--- src/rtl/clause_gluing_resolution_prover_defines.svh ---
// assertion macros for the clause gluing prover
// used by the top level only
`ifndef CLAUSE_GLUING_RESOLUTION_PROVER_DEFINES_SVH
`define CLAUSE_GLUING_RESOLUTION_PROVER_DEFINES_SVH
// implication checked on every clock edge outside reset
`define CGRP_ASSERT_IMPLY(label, clk, rst, ante, cons, msg) \
   label: assert property (@(posedge clk) disable iff (rst) (ante) |-> (cons)) \
      else $error(msg);
// implication whose consequent is checked in the next cycle
`define CGRP_ASSERT_NEXT(label, clk, rst, ante, cons, msg) \
   label: assert property (@(posedge clk) disable iff (rst) (ante) |=> (cons)) \
      else $error(msg);
`endif

--- src/rtl/cgrp_glue.sv ---
// gluing test of two clauses: differ in one variable with opposite signs
// no dependencies; clause = {pos, neg}
`timescale 1ns / 1ps
module cgrp_glue #(
   parameter int NUM_VARS = 26
) (
   input  logic [2*NUM_VARS-1:0] x_clause,
   input  logic [2*NUM_VARS-1:0] y_clause,
   output logic                  glue_ok,
   output logic [2*NUM_VARS-1:0] glued
);
   logic [NUM_VARS-1:0] xp, xn, yp, yn, diff, opp;

   always_comb begin
      xp = x_clause[2*NUM_VARS-1:NUM_VARS];
      xn = x_clause[NUM_VARS-1:0];
      yp = y_clause[2*NUM_VARS-1:NUM_VARS];
      yn = y_clause[NUM_VARS-1:0];
      diff = (xp ^ yp) | (xn ^ yn);
      opp  = (xp & yn) | (xn & yp);
      glue_ok = (diff != '0) && ((diff & (diff - 1'b1)) == '0) && (opp == diff);
      glued = {xp & ~diff, xn & ~diff};
   end
endmodule

--- config.mk ---
export PLATFORM = sky130hd
export DESIGN_NAME = cgrp_glue
export DESIGN_NICKNAME = d
export VERILOG_FILES = /design/src/rtl/clause_gluing_resolution_prover_defines.svh /design/src/rtl/cgrp_glue.sv
export SDC_FILE = /design/constraint.sdc
export NUM_CORES = 1
export LEC_CHECK = 0
export ABC_AREA = 1
export BUFFER_PORTS_ARGS = -buffer_cell sky130_fd_sc_hd__buf_4
export CORE_UTILIZATION = 44
export DETAILED_ROUTE_END_ITERATION = 16
export PLACE_DENSITY = 0.9
export SLEW_MARGIN = 20
export SYNTH_ARGS = -nofsm -noshare
export SYNTH_HDL_FRONTEND = slang
export SYNTH_SLANG_ARGS = --single-unit
--- constraint.sdc ---
create_clock -name vclk -period 1.1
set_input_delay 0.055 -clock vclk [all_inputs]
set_output_delay 0.055 -clock vclk [all_outputs]
set_load 0.01 [all_outputs]
==> impl_metrics.json <==
{
  "drc_errors": 0,
  "max_clock_freq_mhz": 601,
  "worstSetupEndpointType": "output port",
  "final_cell_mix": "nand2_1 (339), buf_4 (252), nor2_1 (122)",
  "drt_iter0_drc": 512,
  "synth_cells": 762,
  "syn_avg_cell_area_um2": 4.02,
  "min_period_over_period": 1.51,
  "num_io_pins": 157,
  "period_minus_slack_ps": 1660,
  "layout.cells.non_filler": 1114,
  "rsz0062_at_grt": "true",
  "critPathMaxFanout": 3,
  "cp.required_ps": 1040,
  "crit_start": "y_clause[37]",
  "antenna_left": 0,
  "power.density_nw_per_um2": 382,
  "setup_slack_ps": -563,
  "dieArea_um2": 7300,
  "seq_area_frac_synth": 0,
  "final_area_um2": 5570,
  "violations": "setup timing",
  "cap_violations": 0,
  "seq_cell_count": 0,
  "grt_usage": 0.313,
  "hold_viol_final": 0,
  "port_buffers": 157,
  "start_util": 0.453,
  "row_count": 30,
  "mostFrequentLayoutCell": "nand2_1",
  "p_leak_uw": 0.00358,
  "cp-start-kind": "primary input",
  "fp.coreArea_um2": 6760,
  "worst_ir_drop_vdd_mv": 0.238,
  "viasPerCell": 4.95,
  "post_drt_wl_per_cell_um": 11.6,
  "hold_path.class": "primary input to output port",
  "syn-num-nets": 866,
  "arrival_ps": 1610,
  "yosysWarnings": 0,
  "gp_congestion": 1.00,
  "totalWireLength_mm": 13.0,
  "clkbuf_count": 0,
  "area_growth_pct": 82.0,
  "finalMaxSlewViolations": 0,
  "grt_pass1_vias": 4912,
  "dp_hpwl_mm": 9.82,
  "final-seq-area_um2": 0,
  "synth.distinct_cells": 15,
  "grt_start_max_net_pins": 8,
  "cts-hold-fix-buffers": 0,
  "finalSetupViolCount": 1,
  "die_x_um": 85.4,
  "drt_pass1_iterations": 7,
  "worstSetupPathType": "primary input to output port",
  "status": "finished with violations",
  "grt_pass1_wl_mm": 19.5,
  "tightest_slew_ps": 227,
  "drive_gt1_frac": 0.414,
  "antenna_found_initial": 0,
  "num_vias": 5514,
  "relSlewSlack": 0.847,
  "overflow": 0,
  "dp.cells": 1103,
  "placed_area_um2": 5140,
  "die_h_um": 85.4,
  "syn_area_um2": 3060,
  "fin_nets": 1140,
  "n_antenna_cell": 0,
  "min_from": "x_clause[8]"
}
[worst paths after layout]
kind / end / slack [ps] / cells past startpoint
setup / recovery: glue_ok / -560 / 14
hold / removal: glued[8] / 450 / 4
[power by group]
| part | internal (uW) | switching [uW] |
|---|---|---|
| Combinational | 1010 | 1120 |
| Clock | 0 | 0 |
| Sequential | 0 | 0 |
[critical path, stage by stage]
cell and delay, ps:
buf_4 90, inv_1 50, nand2_1 50, nand2_1 60, nor2_1 210, o21ai_0 140
nor2_1 210, nand3_1 110, nor2_1 150, nand2_1 70, nor2_1 80, nand3_1 80
nor2_2 120, buf_6 110
[cells in the mapped netlist, drive strengths merged]
cell type,n,share of area
nor2,167,0.23
nand2,406,0.52
nand4,1,0.0020
o22ai,2,0.0041
inv,147,0.18
o21ai,26,0.044
o21bai,1,0.0037
nand3,12,0.020
[cells by family after synthesis]
| group | count (synthesis) | synth area share |
|---|---|---|
| buffers and inverters | 147 | 0.180 |
| AND/OR/NAND/NOR | 586 | 0.768 |
| AO/OA/AOI/OAI | 29 | 0.0515 |
[through the flow]
| step | hold WS, ps | TNS [ps] | worst slack, ps | utilization | total power, uW |
|---|---|---|---|---|---|
| 2_1_floorplan | 218 | -110 | -110 | - | 841 |
| 3_3_place_gp | 464 | -452 | -452 | 0.761 | 1810 |
| 3_5_place_dp | 476 | -475 | -475 | 0.761 | 1850 |
| 4_1_cts | 476 | -643 | -424 | 0.789 | 1940 |
| 5_1_grt | 481 | -695 | -695 | 0.825 | 2330 |
| 6_report | 455 | -563 | -563 | 0.825 | 2130 |
[routing by layer]
layer  global-route usage  part of all wire
met1                0.381              0.40
met2                0.586              0.49
met3               0.0272             0.077
met4               0.0803             0.036
met5                    0                 0
[final cells by class]
class	count	area, um^2
Fill cell	448	1180
Timing Repair Buffer	272	2120
Inverter	147	559
Multi-Input combinational cell	615	2790
Tap cell	80	100
[repair_timing]
action                     CTS  global route
buffers inserted             9             5
setup endpoints to repair    1             2
pin swaps                   40            50
resized for setup           48           101
(Power assumes the default switching activity.)
